File: src/design/asmc_pkg.sv
`default_nettype none
// ----------------------------------------------------------------------------
// Ambiguity set median cost: shared types, constants and microcode
// Field widths, sequencer control word, status word and the control ROM.
// ----------------------------------------------------------------------------
package asmc_pkg;

	localparam int ALPHABET_SIZE_DEF = 5;
	localparam int COST_WIDTH_DEF    = 16;

	localparam int SYM_W   = 3;
	localparam int SET_W   = 8;
	localparam int ENTRY_W = 16;
	localparam int SUM_W   = 18;

	localparam logic [SUM_W-1:0] SUM_MAX = '1;

	typedef enum logic [2:0] {
		STEP_FETCH,
		STEP_LOOP,
		STEP_DRAIN,
		STEP_DONE,
		STEP_ERR
	} step_t;

	typedef enum logic [1:0] {
		JMP_NEXT,
		JMP_ACCEPT,
		JMP_LAST,
		JMP_OUT
	} jmp_t;

	typedef struct packed {
		logic  accept;
		logic  min_en;
		logic  cnt_inc;
		logic  cnt_clr;
		logic  out_ld;
		logic  out_err;
		jmp_t  jmp;
		step_t target;
	} ctl_t;

	typedef struct packed {
		logic acc;
		logic write;
		logic empty;
		logic last;
		logic out_free;
	} stat_t;

	function automatic ctl_t ucode(input step_t step);
		ctl_t w;
		w = '0;
		w.jmp = JMP_NEXT;
		w.target = STEP_FETCH;
		case (step)
			STEP_FETCH: begin
				w.accept = 1'b1;
				w.jmp = JMP_ACCEPT;
				w.target = STEP_LOOP;
			end
			STEP_LOOP: begin
				w.min_en = 1'b1;
				w.cnt_inc = 1'b1;
				w.jmp = JMP_LAST;
				w.target = STEP_DRAIN;
			end
			STEP_DRAIN: begin
				w.jmp = JMP_NEXT;
				w.target = STEP_DONE;
			end
			STEP_DONE: begin
				w.out_ld = 1'b1;
				w.cnt_clr = 1'b1;
				w.jmp = JMP_OUT;
				w.target = STEP_FETCH;
			end
			STEP_ERR: begin
				w.out_ld = 1'b1;
				w.out_err = 1'b1;
				w.jmp = JMP_OUT;
				w.target = STEP_FETCH;
			end
			default: begin
				w.jmp = JMP_NEXT;
				w.target = STEP_FETCH;
			end
		endcase
		return w;
	endfunction

endpackage
`default_nettype wire

File: src/design/asmc_seq.sv
`default_nettype none
// ----------------------------------------------------------------------------
// Ambiguity set median cost: microcode sequencer
// Step counter with conditional jumps; control word read from the ROM.
// ----------------------------------------------------------------------------
module asmc_seq (
	input  wire logic            clk,
	input  wire logic            arst_n,
	input  wire asmc_pkg::stat_t stat,
	output asmc_pkg::ctl_t       ctl
);

	asmc_pkg::step_t step_q;
	asmc_pkg::step_t step_d;

	always_ff @(posedge clk or negedge arst_n) begin
		if (!arst_n) begin
			step_q <= asmc_pkg::STEP_FETCH;
		end else begin
			step_q <= step_d;
		end
	end

	always_comb begin
		ctl = asmc_pkg::ucode(step_q);
		step_d = step_q;
		case (ctl.jmp)
			asmc_pkg::JMP_NEXT: begin
				step_d = ctl.target;
			end
			asmc_pkg::JMP_ACCEPT: begin
				if (stat.acc) begin
					if (stat.write) begin
						step_d = asmc_pkg::STEP_FETCH;
					end else if (stat.empty) begin
						step_d = asmc_pkg::STEP_ERR;
					end else begin
						step_d = ctl.target;
					end
				end
			end
			asmc_pkg::JMP_LAST: begin
				if (stat.last) begin
					step_d = ctl.target;
				end
			end
			asmc_pkg::JMP_OUT: begin
				if (stat.out_free) begin
					step_d = ctl.target;
				end
			end
			default: begin
				step_d = asmc_pkg::STEP_FETCH;
			end
		endcase
	end

endmodule
`default_nettype wire

File: src/design/asmc_dp.sv
`default_nettype none
// ----------------------------------------------------------------------------
// Ambiguity set median cost: datapath
// Column-organized cost table, masked set minimums and running best sum.
// ----------------------------------------------------------------------------
module asmc_dp #(
	parameter int ALPHABET_SIZE = asmc_pkg::ALPHABET_SIZE_DEF,
	parameter int COST_WIDTH    = asmc_pkg::COST_WIDTH_DEF
) (
	input  wire logic                          clk,
	input  wire logic                          arst_n,
	input  wire asmc_pkg::ctl_t                ctl,
	input  wire logic                          acc,
	input  wire logic                          func,
	input  wire logic [asmc_pkg::SYM_W-1:0]    row_symbol,
	input  wire logic [asmc_pkg::SYM_W-1:0]    col_symbol,
	input  wire logic [asmc_pkg::ENTRY_W-1:0]  entry_cost,
	input  wire logic [asmc_pkg::SET_W-1:0]    amb_first,
	input  wire logic [asmc_pkg::SET_W-1:0]    amb_second,
	input  wire logic [asmc_pkg::SET_W-1:0]    amb_third,
	input  wire logic                          three_way,
	output logic                               last,
	output logic [asmc_pkg::SUM_W-1:0]         best,
	output logic [asmc_pkg::SET_W-1:0]         median
);

	localparam int IDX_W = $clog2(ALPHABET_SIZE);
	localparam int ACC_W = (COST_WIDTH + 2 > asmc_pkg::SUM_W) ? COST_WIDTH + 2
		: asmc_pkg::SUM_W;
	localparam logic [asmc_pkg::SYM_W:0] SYM_LIM = (asmc_pkg::SYM_W+1)'(ALPHABET_SIZE);
	localparam logic [IDX_W:0]           IDX_LIM = (IDX_W+1)'(ALPHABET_SIZE);
	localparam logic [IDX_W-1:0]         IDX_LAST = IDX_W'(ALPHABET_SIZE - 1);

	typedef logic [ALPHABET_SIZE-1:0][COST_WIDTH-1:0] col_t;

	col_t mem [ALPHABET_SIZE];
	col_t col_q;

	logic                     wr_en;
	logic [IDX_W-1:0]         cnt_q;
	logic [IDX_W-1:0]         cnt_d;
	logic [ALPHABET_SIZE-1:0] set_a_q;
	logic [ALPHABET_SIZE-1:0] set_b_q;
	logic [ALPHABET_SIZE-1:0] set_c_q;
	logic                     three_q;
	logic [COST_WIDTH-1:0]    min_a;
	logic [COST_WIDTH-1:0]    min_b;
	logic [COST_WIDTH-1:0]    min_c;
	logic [COST_WIDTH-1:0]    min_a_s1;
	logic [COST_WIDTH-1:0]    min_b_s1;
	logic [COST_WIDTH-1:0]    min_c_s1;
	logic [IDX_W-1:0]         cand_s1;
	logic                     vld_s1;
	logic [ACC_W-1:0]         sum;
	logic [asmc_pkg::SUM_W-1:0] sat;
	logic [asmc_pkg::SET_W-1:0] cand_bit;
	logic [asmc_pkg::SUM_W-1:0] best_q;
	logic [asmc_pkg::SET_W-1:0] median_q;

	assign wr_en = acc && !func && ({1'b0, row_symbol} < SYM_LIM)
		&& ({1'b0, col_symbol} < SYM_LIM);

	always_comb begin
		if (ctl.cnt_clr) begin
			cnt_d = '0;
		end else if (ctl.cnt_inc) begin
			cnt_d = cnt_q + 1'b1;
		end else begin
			cnt_d = cnt_q;
		end
	end

	always_ff @(posedge clk or negedge arst_n) begin
		if (!arst_n) begin
			cnt_q <= '0;
		end else begin
			cnt_q <= cnt_d;
		end
	end

	assign last = (cnt_q == IDX_LAST);

	always_ff @(posedge clk) begin
		if (wr_en) begin
			mem[col_symbol[IDX_W-1:0]][row_symbol[IDX_W-1:0]] <= COST_WIDTH'(entry_cost);
		end
		if ({1'b0, cnt_d} < IDX_LIM) begin
			col_q <= mem[cnt_d];
		end
	end

	always_ff @(posedge clk) begin
		if (acc) begin
			set_a_q <= amb_first[ALPHABET_SIZE-1:0];
			set_b_q <= amb_second[ALPHABET_SIZE-1:0];
			set_c_q <= amb_third[ALPHABET_SIZE-1:0];
			three_q <= three_way;
		end
	end

	always_comb begin
		min_a = '1;
		min_b = '1;
		min_c = '1;
		for (int m = 0; m < ALPHABET_SIZE; m++) begin
			if (set_a_q[m] && (col_q[m] < min_a)) begin
				min_a = col_q[m];
			end
			if (set_b_q[m] && (col_q[m] < min_b)) begin
				min_b = col_q[m];
			end
			if (set_c_q[m] && (col_q[m] < min_c)) begin
				min_c = col_q[m];
			end
		end
	end

	always_ff @(posedge clk or negedge arst_n) begin
		if (!arst_n) begin
			vld_s1 <= 1'b0;
		end else begin
			vld_s1 <= ctl.min_en;
		end
	end

	always_ff @(posedge clk) begin
		if (ctl.min_en) begin
			min_a_s1 <= min_a;
			min_b_s1 <= min_b;
			min_c_s1 <= min_c;
			cand_s1  <= cnt_q;
		end
	end

	always_comb begin
		sum = ACC_W'(min_a_s1) + ACC_W'(min_b_s1)
			+ (three_q ? ACC_W'(min_c_s1) : ACC_W'(0));
		sat = (sum > ACC_W'(asmc_pkg::SUM_MAX)) ? asmc_pkg::SUM_MAX
			: sum[asmc_pkg::SUM_W-1:0];
		cand_bit = asmc_pkg::SET_W'(1) << cand_s1;
	end

	always_ff @(posedge clk) begin
		if (vld_s1) begin
			if ((cand_s1 == '0) || (sat < best_q)) begin
				best_q   <= sat;
				median_q <= cand_bit;
			end else if (sat == best_q) begin
				median_q <= median_q | cand_bit;
			end
		end
	end

	assign best   = best_q;
	assign median = median_q;

endmodule
`default_nettype wire

File: src/design/ambiguity_set_median_cost_core.sv
`default_nettype none
// ----------------------------------------------------------------------------
// Ambiguity set median cost core
// Cost table loads and median queries over two or three ambiguity sets.
// ----------------------------------------------------------------------------
// Query channel (query_valid / query_stall) carries one item per transfer:
// func = 0 writes cost_table[row_symbol][col_symbol], func = 1 asks for the
// median over amb_first, amb_second and, with three_way, amb_third.
// Result channel (result_valid / result_stall) returns one item per query
// and none per write.
// A write completes in the fetch step. A query runs the fetch step, then the
// loop step, where one table column is read and reduced per cycle, then the
// drain and load steps; a query with an empty set goes to the error step.
// The result sits in an output register; the next item is taken while it
// waits. If the receiver stalls, the sequencer holds in its load step until
// the register frees.
// Reset clears the sequencer, the column counter and the result valid flag;
// the cost table keeps no reset value and must be written before it is read.
// ----------------------------------------------------------------------------
module ambiguity_set_median_cost_core #(
	parameter int ALPHABET_SIZE = asmc_pkg::ALPHABET_SIZE_DEF,
	parameter int COST_WIDTH    = asmc_pkg::COST_WIDTH_DEF
) (
	input  wire logic                          clk,
	input  wire logic                          arst_n,
	input  wire logic                          query_valid,
	output logic                               query_stall,
	input  wire logic                          func,
	input  wire logic [asmc_pkg::SYM_W-1:0]    row_symbol,
	input  wire logic [asmc_pkg::SYM_W-1:0]    col_symbol,
	input  wire logic [asmc_pkg::ENTRY_W-1:0]  entry_cost,
	input  wire logic [asmc_pkg::SET_W-1:0]    amb_first,
	input  wire logic [asmc_pkg::SET_W-1:0]    amb_second,
	input  wire logic [asmc_pkg::SET_W-1:0]    amb_third,
	input  wire logic                          three_way,
	output logic                               result_valid,
	input  wire logic                          result_stall,
	output logic [asmc_pkg::SUM_W-1:0]         min_cost,
	output logic [asmc_pkg::SET_W-1:0]         median_set,
	output logic                               empty_set_error
);

	asmc_pkg::ctl_t  ctl;
	asmc_pkg::stat_t stat;

	logic                       last;
	logic [asmc_pkg::SUM_W-1:0] best;
	logic [asmc_pkg::SET_W-1:0] median;
	logic                       ld;
	logic                       result_valid_q;
	logic [asmc_pkg::SUM_W-1:0] min_cost_q;
	logic [asmc_pkg::SET_W-1:0] median_set_q;
	logic                       err_q;

	assign query_stall = !ctl.accept;

	always_comb begin
		stat.acc = query_valid && !query_stall;
		stat.write = !func;
		stat.empty = !(|amb_first[ALPHABET_SIZE-1:0]) || !(|amb_second[ALPHABET_SIZE-1:0])
			|| (three_way && !(|amb_third[ALPHABET_SIZE-1:0]));
		stat.last = last;
		stat.out_free = !result_valid_q || !result_stall;
	end

	asmc_seq u_seq (
		.clk    (clk),
		.arst_n (arst_n),
		.stat   (stat),
		.ctl    (ctl)
	);

	asmc_dp #(
		.ALPHABET_SIZE (ALPHABET_SIZE),
		.COST_WIDTH    (COST_WIDTH)
	) u_dp (
		.clk        (clk),
		.arst_n     (arst_n),
		.ctl        (ctl),
		.acc        (stat.acc),
		.func       (func),
		.row_symbol (row_symbol),
		.col_symbol (col_symbol),
		.entry_cost (entry_cost),
		.amb_first  (amb_first),
		.amb_second (amb_second),
		.amb_third  (amb_third),
		.three_way  (three_way),
		.last       (last),
		.best       (best),
		.median     (median)
	);

	assign ld = ctl.out_ld && stat.out_free;

	always_ff @(posedge clk or negedge arst_n) begin
		if (!arst_n) begin
			result_valid_q <= 1'b0;
		end else if (ld) begin
			result_valid_q <= 1'b1;
		end else if (!result_stall) begin
			result_valid_q <= 1'b0;
		end
	end

	always_ff @(posedge clk) begin
		if (ld) begin
			min_cost_q   <= ctl.out_err ? '0 : best;
			median_set_q <= ctl.out_err ? '0 : median;
			err_q        <= ctl.out_err;
		end
	end

	assign result_valid    = result_valid_q;
	assign min_cost        = min_cost_q;
	assign median_set      = median_set_q;
	assign empty_set_error = err_q;

`ifndef ASSERT_OFF
	a_err_zero: assert property (@(posedge clk) disable iff (!arst_n)
		result_valid_q && err_q |-> (min_cost_q == '0) && (median_set_q == '0))
		else $error("error result carries nonzero cost or set");

	a_median_nonempty: assert property (@(posedge clk) disable iff (!arst_n)
		result_valid_q && !err_q |-> (median_set_q != '0)
			&& ((median_set_q >> ALPHABET_SIZE) == '0))
		else $error("median set empty or outside alphabet");

	a_query_busy: assert property (@(posedge clk) disable iff (!arst_n)
		stat.acc && !stat.write && !stat.empty |=> query_stall)
		else $error("query transfer not followed by busy sequencer");
`endif

endmodule
`default_nettype wire

File: config.mk
export PLATFORM = sky130hd
export DESIGN_NAME = ambiguity_set_median_cost_core
export DESIGN_NICKNAME = d
export VERILOG_FILES = /design/src/design/asmc_pkg.sv /design/src/design/asmc_seq.sv /design/src/design/asmc_dp.sv /design/src/design/ambiguity_set_median_cost_core.sv
export SDC_FILE = /design/constraint.sdc
export NUM_CORES = 1
export LEC_CHECK = 0
export BUFFER_PORTS_ARGS = -buffer_cell sky130_fd_sc_hd__buf_2
export CORE_MARGIN = 2
export CORE_UTILIZATION = 55
export CTS_CLUSTER_DIAMETER = 150
export DETAILED_ROUTE_END_ITERATION = 8
export GPL_TIMING_DRIVEN = 0
export PLACE_DENSITY = 0.78
export SYNTH_ARGS = -nofsm -noshare
export SYNTH_HDL_FRONTEND = slang
export SYNTH_SLANG_ARGS = --single-unit
File: constraint.sdc
create_clock -name clk -period 16.18 [get_ports clk]
set_input_delay 4.854 -clock clk [delete_from_list [all_inputs] [get_ports clk]]
set_output_delay 4.854 -clock clk [all_outputs]
set_load 0.01 [all_outputs]
Word level (Yosys, flattened, before mapping)
Memory sizes are Yosys's and may differ from the RTL's. A register that Yosys moved wholly into a read port is not among the register bits.
Index checks and enable logic that the tools add are counted.
Word-level totals
  memory bits (writable): 400
  bits in registers: 128
  memories: 1
  logic and storage cells: 139
  output and inout bits: 29
Cells by class
  $lt $le $gt $ge: 20
  eq/ne operators: 13
  add/subtract/negate cells: 3
  multiplexer cells: 39
  reductions and logical operators: 44
  shifts and indexed selects: 1
  bitwise operators: 1
Memory list
  u_dp.mem: words 5, width 80, read ports 1, clocked after Yosys merged registers in 1, write ports 1, RTL line asmc_dp.sv:36  | col_t mem [ALPHABET_SIZE];
Operator list (count)
  2-to-1 mux 16 bit: 17
  < comparator 16 bit: 12
  2-to-1 mux 80 bit: 1
  demux 16 bit (select 3 bit): 1
  logical AND 1 bit: 22
  2-to-1 mux 3 bit: 7
  case mux 5 bit (4 select lines): 1
  adder 18 bit: 1
  equality test 18 bit: 1
  greater-than comparator 18 bit, second input constant: 1
  < comparator 18 bit: 1
  2-to-1 mux 18 bit: 1
  adder 16 x 16 -> 17 bit: 1
  < comparator 16 bit, second input constant: 1
  2-to-1 mux 8 bit: 2
  OR reduction 5 bit: 3
  case mux 3 bit (4 select lines): 1
  < comparator 3 bit, second input constant: 3
  OR 8 bit: 1
  left shift 1 x 3 -> 8 bit, first input constant: 1
  logical NOT 1 bit: 7
  2-to-1 mux 1 bit: 7
  equality test 3 x 2 -> 1 bit, second input constant: 2
  equality test 3 bit, second input constant: 2
  16 further kinds: 24

Logic depth before layout (Yosys ltp)
Gate-level depths: netlist (run 1).
  depth after elaboration: 15
  mapped depth: 49
  gate-level depth less buffers: 44

By module
From an unflattened synthesis (run 1), not the netlist that was laid out.
Unflattened totals
  cell total of the unflattened synthesis: 2715
  area, all modules: 31152.4 um2
Modules (own cells, without submodules)
  asmc_dp: sequential area each 17306.6 um2, cells each 2615, area an instance 29822.4 um2, instances 1
  ambiguity_set_median_cost_core: sequential area each 835.8 um2, cells each 68, area an instance 1076.0 um2, instances 1
  asmc_seq: sequential area each 75.1 um2, cells each 32, area an instance 254.0 um2, instances 1

Least setup slack after synthesis (run 1)
No wires, ideal clock.
  path type: flip-flop to flip-flop
  start point: reg u_dp.col_q[2] in the netlist's numbering (read register of u_dp.mem)
  end point: reg u_dp.min_a_s1[10], data pin
  data arrival time: 10094 ps
  setup slack: 5823 ps
  required time: 15917 ps
  setup time: 263 ps
  period minus slack after synthesis: 10357 ps
  cell stages (with the launch flop): 49
  buffers on the path: 6
  cell sequence: edfxtp_1 nand4_2 o41ai_2 clkbuf_1 nor2_1 ha_1 a21o_1 a21o_1 a221oi_1 o21ai_1 clkbuf_1 o31ai_1 ha_1 a21o_1 a21o_1 a21o_1 a21oi_1 o221ai_1 (+13 left out) nor4b_2 nor2b_1 buf_2 buf_2 mux2i_1 ha_1 a21o_1 a21o_1 a21o_1 a21o_1 a21oi_1 nor2b_1 o21ai_0 nor4bb_1 nand2_1 o31ai_4 buf_6 mux2i_1
On the way
  longest elaborated chain between the ends: 15
RTL lines
  start: declaration: RTL line asmc_dp.sv:37  | col_t col_q;
  < comparator 16 bit: RTL line asmc_dp.sv:106  | if (set_a_q[m] && (col_q[m] < min_a)) begin
  logical AND 1 bit: RTL line asmc_dp.sv:106
  2-to-1 mux 16 bit *: RTL line asmc_dp.sv:106
  < comparator 16 bit: RTL line asmc_dp.sv:106
  logical AND 1 bit: RTL line asmc_dp.sv:106
  2-to-1 mux 16 bit *: RTL line asmc_dp.sv:106
  < comparator 16 bit: RTL line asmc_dp.sv:106
  logical AND 1 bit: RTL line asmc_dp.sv:106
  2-to-1 mux 16 bit *: RTL line asmc_dp.sv:106
  < comparator 16 bit: RTL line asmc_dp.sv:106
  logical AND 1 bit: RTL line asmc_dp.sv:106
  2-to-1 mux 16 bit *: RTL line asmc_dp.sv:106
  < comparator 16 bit: RTL line asmc_dp.sv:106
  logical AND 1 bit: RTL line asmc_dp.sv:106
  2-to-1 mux 16 bit *: RTL line asmc_dp.sv:106
  net u_dp.min_a[10]: RTL line asmc_dp.sv:46  | logic [COST_WIDTH-1:0] min_a;
  end signal: assignment: RTL line asmc_dp.sv:128  | min_a_s1 <= min_a;
  end: declaration: RTL line asmc_dp.sv:49  | logic [COST_WIDTH-1:0] min_a_s1;
Mark *: on every way through the listed nets, which the timed path passes. The rest lies on a longest branch.
A chain may end at the register's enable or synchronous reset.

Final worst setup path (run 1)
  start point: reg u_dp.col_q[15] in the netlist's numbering (read register of u_dp.mem)
  end point: reg u_dp.min_a_s1[6], data pin
The elaborated chain is that of the path after synthesis.

==> reports/metrics.cfg, run 1 <==
[finish]
area_growth_pct=10.87
antennaDiodeCount=0
design_area_um2=34530
fill_cells=4338
nNetsFinal=3189
layoutNonFillerInstCount=3716
multi_input_area_um2=11930
regArea_um2=18220
layout-drive-gt1-share_pct=7.635

[global_routing]
grtUsageTotal_pct=28.98
antenna_found_initial=1
grt_max_degree=39
grt_pass1_wl_um=128800
grt_pass1_vias=21760
grt_overflow_total=0

[worst_setup_path]
timing.reg2reg.setup_slack_ps=2500
cp.arrival_ps=14140
critPathSlowestCell=nor4bb_1
cp_num_buf_inv=8
r2r_start=u_dp.col_q[15]
reg2reg_depth=47
cpPeakStageDelay_ps=680
endpoint_kind=register
path_max_fanout=10
worstPathRequired_ps=16640
crit_family=compound AO/OA/AOI/OAI gates
timing.rr.end=u_dp.min_a_s1[6]
crit_type=reg -> reg
path_common_cell=a21o_1
critPathLaunchType=register

[clock_network]
cts_tree=built
path_clk_slew_ps=60
cts-buffers-inserted=60
cts_max_level=2
cts-root-buf=clkbuf_16
cts_sinks=608
insertion_delay_ps=660
hold_buffers=0
clockBufferDepth=3
post_cts_buffers=0
ctsResizeCount=0

[sta]
finClkSkew_ps=36.75
finalSetupTns_ps=0
rsz0062_at_grt=false
worstMarginPinSlew_ps=1479
fin_crit_sh_pct=84.52
relSlewSlack_pct=1.413
max_freq_mhz=73.12
setup_viol_count_final=0
finalCriticalPeriod_ps=13680
slew_viol_final=0
hold_viol=0

[drt]
vias=22080
routedWlPerCell_um=23.01
post-route-drc-count=0
wl_um=85490
first_iter_violations=2312
vias_per_cell=5.941
postRouteAntennaNets=0
first_pass_iters=6

[place]
post-place-cells=3609
place_area_um2=32550
gp_congestion=0.9338
io_buffers=71
dp_hpwl_um=62370

[floorplan]
pin_count=81
die_area_um2=58560
core_um2=56170
rows=87
fp.dieH_um=242.0
die_x_um=242.0
start_util_pct=55.46

[synth]
synth_seq_cells=608
synth_top_area_share_pct=57.84
syn-instance-count=2778
ys_seq_area_share_pct=58.48
async_flop_share_pct=1.316
synth_common_cells=edfxtp_1, nand2_1, o21ai_0
yosys-top-cells-area=edfxtp_1, ha_1, nand2_1
yosysMostFrequentCell=edfxtp_1
yosysWarningCount=0
synth_flop_cell=edfxtp_1
synth_cell_types=78
syn_area_per_cell_um2=11.21
yosys.area.top_type=edfxtp_1
synth_enable_flop_cells=600
synth_area_um2=31150
synthesis.nets=3052

[run_status]
run_status=finished, final reports clean

[worst_hold_path]
hold_depth=2
hold_class=reg -> reg
min_to=u_dp.col_q[32]
worstHoldStart=u_dp.mem[4][32]

[job]
maxCapViolations=0

[layer usage]
metal / global-route usage, % / share of wire, %
met3: 4.110 / 7.8
met5: 0 / 0.015
met1: 40.01 / 42
met2: 47.02 / 47
met4: 10.69 / 3.6
[how the worst max path moves through the flow]
stage | startpoint | endpoint | slack [ps] | depth (start not counted)
2_1_floorplan | u_dp.col_q[2] | u_dp.min_a_s1[10] | 5820 | 48
3_3_place_gp | u_dp.col_q[15] | u_dp.min_a_s1[5] | 2560 | 47
3_5_place_dp | u_dp.col_q[15] | u_dp.min_a_s1[7] | 2650 | 47
4_1_cts | u_dp.col_q[15] | u_dp.min_a_s1[5] | 2570 | 47
5_1_grt | u_dp.col_q[14] | u_dp.min_a_s1[12] | 1650 | 48
6_report | u_dp.col_q[15] | u_dp.min_a_s1[6] | 2500 | 47
[state kept, by name, summed over array words and instances (netlist names), 5 cells and up]
name and flops:
u_dp.set_b_q 5, u_dp.median 8, min_cost 18, u_dp.set_a_q 5, median_set 8, u_dp.min_c_s1 16
u_dp.col_q 80, u_dp.min_a_s1 16, u_dp.min_b_s1 16, u_dp.set_c_q 5, u_dp.mem 400, u_dp.best 18
[cell families (layout without fill, tap and decap cells)]
group           after synthesis  count (layout)  synth area share (%)
xor+xnor                     29              29                0.8154
simple gates                981             981                 13.75
flops                       608             608                 58.48
mux                         117             117                 3.800
buf+inv                     277             459                 3.434
fa+ha+maj                   223             223                 8.997
compound gates              543             543                 10.72
[through the flow]
step           hold WS [ps]  setup slack [ps]  util [%]
3_3_place_gp          487.6              2558     57.77
2_1_floorplan         472.5              5823         -
6_report              516.5              2504     61.48
5_1_grt               535.9              1652     61.48
4_1_cts               505.8              2574     61.41
3_5_place_dp          503.0              2646     57.96
[cells in the final DEF, fill, tap and decap left out, types with 8 or more instances in the layout]
cell       count
nand3b_1       8
mux2i_1      107
nor2_2        18
a21oi_1      102
o31ai_1       17
nand2_1      568
nor2b_1       27
o21ai_0      243
clkbuf_16     60
nand4_1       36
dfrtp_1        8
inv_1        164
nand3_1       97
nor2_1       123
nor3_1        15
o21a_1        10
a211oi_1      10
o21bai_1      10
a31oi_1        9
and2_1        28
clkinv_1      17
a21o_1        66
or2_2          9
buf_2         77
buf_1          8
clkbuf_1     100
ha_1         220
edfxtp_1     600
nand2b_1      19
mux2_2         8
xnor2_1       26
[layout make-up]
cell class              instances  share of cell area (%)
flip-flops and latches        608                   52.75
clock buffers                  66                   4.413
inverters                     165                   1.793
plain buffers                 112                   1.304
well taps                     756                   2.739
clock inverters                41                   1.206
repair buffers                 75                   1.246
multi-input cells            1893                   34.55
[worst min-delay path: cells and delay by family, from the launching register on]
kind	cells	cell delay (ps)
and+or+nand+nor	1	40
DFF	1	320
AOI/OAI and AO/OA	1	60
Power of run 1 is left out: the tool's default activity adds up to more than one toggle a clock period on the data nets, which glitch-free logic cannot reach.
==> run 2: changes to the inputs <==
- ABC_AREA: default -> 1
- PLACE_DENSITY: 0.78 -> 0.8
- clock period: 16.18 -> 11.1 ns (I/O delays scaled with it)
==> reports/metrics.cfg, run 2 <==
[run_status]
run_status=finished, final reports clean  ; unchanged

[worst_setup_path]
worstPathRequired_ps=11590  ; was 16640 ps
cp_num_buf_inv=8  ; unchanged
cp.arrival_ps=10590  ; was 14140 ps
endpoint_kind=register  ; unchanged
crit_type=reg -> reg  ; unchanged
critPathLaunchType=register  ; unchanged
path_max_fanout=10  ; unchanged
crit_family=simple AND/OR/NAND/NOR gates  ; was compound AO/OA/AOI/OAI gates
critPathSlowestCell=nor4_2  ; was nor4bb_1
reg2reg_depth=46  ; was 47
path_common_cell=nand2_1  ; was a21o_1
r2r_start=u_dp.col_q[11]  ; was u_dp.col_q[15]
cpPeakStageDelay_ps=750  ; was 680 ps
timing.rr.end=u_dp.min_a_s1[14]  ; was u_dp.min_a_s1[6]
timing.reg2reg.setup_slack_ps=1000  ; was 2500 ps

[worst_hold_path]
worstHoldStart=u_dp.cnt_q[0]  ; was u_dp.mem[4][32]
hold_depth=0  ; was 2
hold_class=reg -> reg  ; unchanged
min_to=u_dp.cand_s1[0]  ; was u_dp.col_q[32]

[floorplan]
start_util_pct=55.57  ; was 55.46%
die_x_um=239.7  ; was 242.0 µm
rows=86  ; was 87
fp.dieH_um=239.7  ; was 242.0 µm
core_um2=54990  ; was 56170 µm²
pin_count=81  ; unchanged
die_area_um2=57460  ; was 58560 µm²

[synth]
syn_area_per_cell_um2=10.86  ; was 11.21 µm²
synthesis.nets=3087  ; was 3052
synth_flop_cell=edfxtp_1  ; unchanged
yosys.area.top_type=edfxtp_1  ; unchanged
syn-instance-count=2813  ; was 2778
synth_cell_types=42  ; was 78
ys_seq_area_share_pct=59.62  ; was 58.48%
yosys-top-cells-area=edfxtp_1, ha_1, nand2_1  ; unchanged
synth_seq_cells=608  ; unchanged
yosysMostFrequentCell=edfxtp_1  ; unchanged
synth_common_cells=edfxtp_1, nand2_1, o21ai_0  ; unchanged
synth_area_um2=30560  ; was 31150 µm²
synth_top_area_share_pct=58.97  ; was 57.84%
yosysWarningCount=0  ; unchanged
synth_enable_flop_cells=600  ; unchanged
async_flop_share_pct=1.316  ; unchanged

[sta]
setup_ws_ps=1003  ; was 2504 ps
finClkSkew_ps=44.72  ; was 36.75 ps
slew_viol_final=0  ; unchanged
hold_viol=0  ; unchanged
finalCriticalPeriod_ps=10100  ; was 13680 ps
setup_viol_count_final=0  ; unchanged
fin_crit_sh_pct=90.97  ; was 84.52%
max_freq_mhz=99.04  ; was 73.12 MHz
worstMarginPinSlew_ps=1303  ; was 1479 ps
relSlewSlack_pct=12.82  ; was 1.413%
rsz0062_at_grt=false  ; unchanged

[drt]
first_pass_iters=6  ; unchanged
first_iter_violations=2877  ; was 2312
post-route-drc-count=0  ; unchanged
vias=22380  ; was 22080
wl_um=80060  ; was 85490 µm
postRouteAntennaNets=0  ; unchanged
routedWlPerCell_um=21.31  ; was 23.01 µm
vias_per_cell=5.956  ; was 5.941

[finish]
area_growth_pct=11.53  ; was 10.87%
layout-drive-gt1-share_pct=8.078  ; was 7.635%
nNetsFinal=3234  ; was 3189
layout_commonest_cell=edfxtp_1  ; unchanged
fill_cells=4198  ; was 4338
final_cell_mix=edfxtp_1, nand2_1, o21ai_0  ; unchanged
largest_reg_flops=400  ; unchanged

[place]
place_ws_ps=990.7  ; was 2646 ps
io_buffers=71  ; unchanged
gp_congestion=1.004  ; was 0.9338
dp_hpwl_um=58250  ; was 62370 µm

[clock_network]
cts_tree=built  ; unchanged
clockBufferDepth=3  ; unchanged
insertion_delay_ps=650  ; was 660 ps
cts-buffers-inserted=59  ; was 60
cts_max_level=2  ; unchanged
cts_sinks=608  ; unchanged
path_clk_slew_ps=60  ; about the same
cts-root-buf=clkbuf_16  ; unchanged

[global_routing]
grtUsageTotal_pct=28.00  ; was 28.98%
grt_pass1_wl_um=120900  ; was 128800 µm
grt_pass1_vias=21490  ; was 21760
grt_overflow_total=0  ; unchanged
antenna_found_initial=1  ; unchanged
grt_max_degree=36  ; was 39

[job]
maxCapViolations=0  ; unchanged

==> run 2: cell count changes in the layout (fill, tap and decap cells not counted), sizes merged, moves of 25 or more <==
cell and delta:
and2 -25, o21a +150, nor2b -27, inv +37, mux2i -107, a31oi +76
nor2 +104, a21o -64, o21ai +60, nand2 -32
==> run 2: per-layer routing <==
metal	GRT usage (%)	routed length (µm)	vias to the layer above
li1	-	-	10380
met1	38.83	32960	10690
met2	44.95	37070	1166
met5	0	0	-
met4	8.598	2214	0
met3	5.278	7813	149
==> run 2: cells by family (layout without fill, tap and decap cells) <==
group,after synthesis,count (layout),share of synthesized area (%)
fa+ha+maj,222,222,9.140
buf+inv,317,512,4.103
flops,608,608,59.62
other cells,0,1,0
compound gates,694,694,13.50
simple gates,944,944,12.83
xor+xnor,28,28,0.8026
==> run 2: worst max-delay path by stage <==
stage                             end       startpoint  depth (start not counted)  slack (ps)
floorplan               u_dp.col_q[0]  u_seq.step_q[1]                          7        1800
global placement       u_dp.col_q[16]  u_seq.step_q[1]                          7       -1280
CTS                 u_dp.min_b_s1[11]   u_dp.col_q[11]                         44         910
detailed placement  u_dp.min_b_s1[11]   u_dp.col_q[11]                         44         990
finish              u_dp.min_a_s1[14]   u_dp.col_q[11]                         46        1000
global route        u_dp.min_a_s1[14]    u_dp.col_q[3]                         47         250
==> run 2: stage by stage <==
stage,hold slack (ps),instances,area (µm²),setup TNS (ps),utilization [%]
6_report,507.8,3757,34080,0,61.98
5_1_grt,532.2,3756,34080,0,61.97
4_1_cts,507.9,3754,34020,0,61.87
3_5_place_dp,493.5,3645,32070,0,58.33
3_3_place_gp,482.0,3632,31850,-101310,57.92
2_1_floorplan,467.7,2813,30560,0,-
==> run 2: what timing repair did <==
action,4_1_cts,5_1_grt
setup buffers,0,0
resized for setup,0,2
hold buffers,0,0
endpoints found under the setup margin,0,16
==> run 2: cell type report <==
| cell class | count | area, µm² | share of cell area, % |
|---|---|---|---|
| Clock buffer | 67 | 1536 | 4.509 |
| Multi-Input combinational cell | 1888 | 11170 | 32.78 |
| Antenna cell | 1 | 2.502 | 0.007343 |
| Buffer | 112 | 484.2 | 1.421 |
| Clock inverter | 42 | 411.6 | 1.208 |
| Inverter | 205 | 769.5 | 2.258 |
| Tap cell | 748 | 935.9 | 2.746 |
| Sequential cell | 608 | 18220 | 53.46 |
| Timing Repair Buffer | 86 | 549.3 | 1.612 |
Power of run 2 is left out for the same reason.
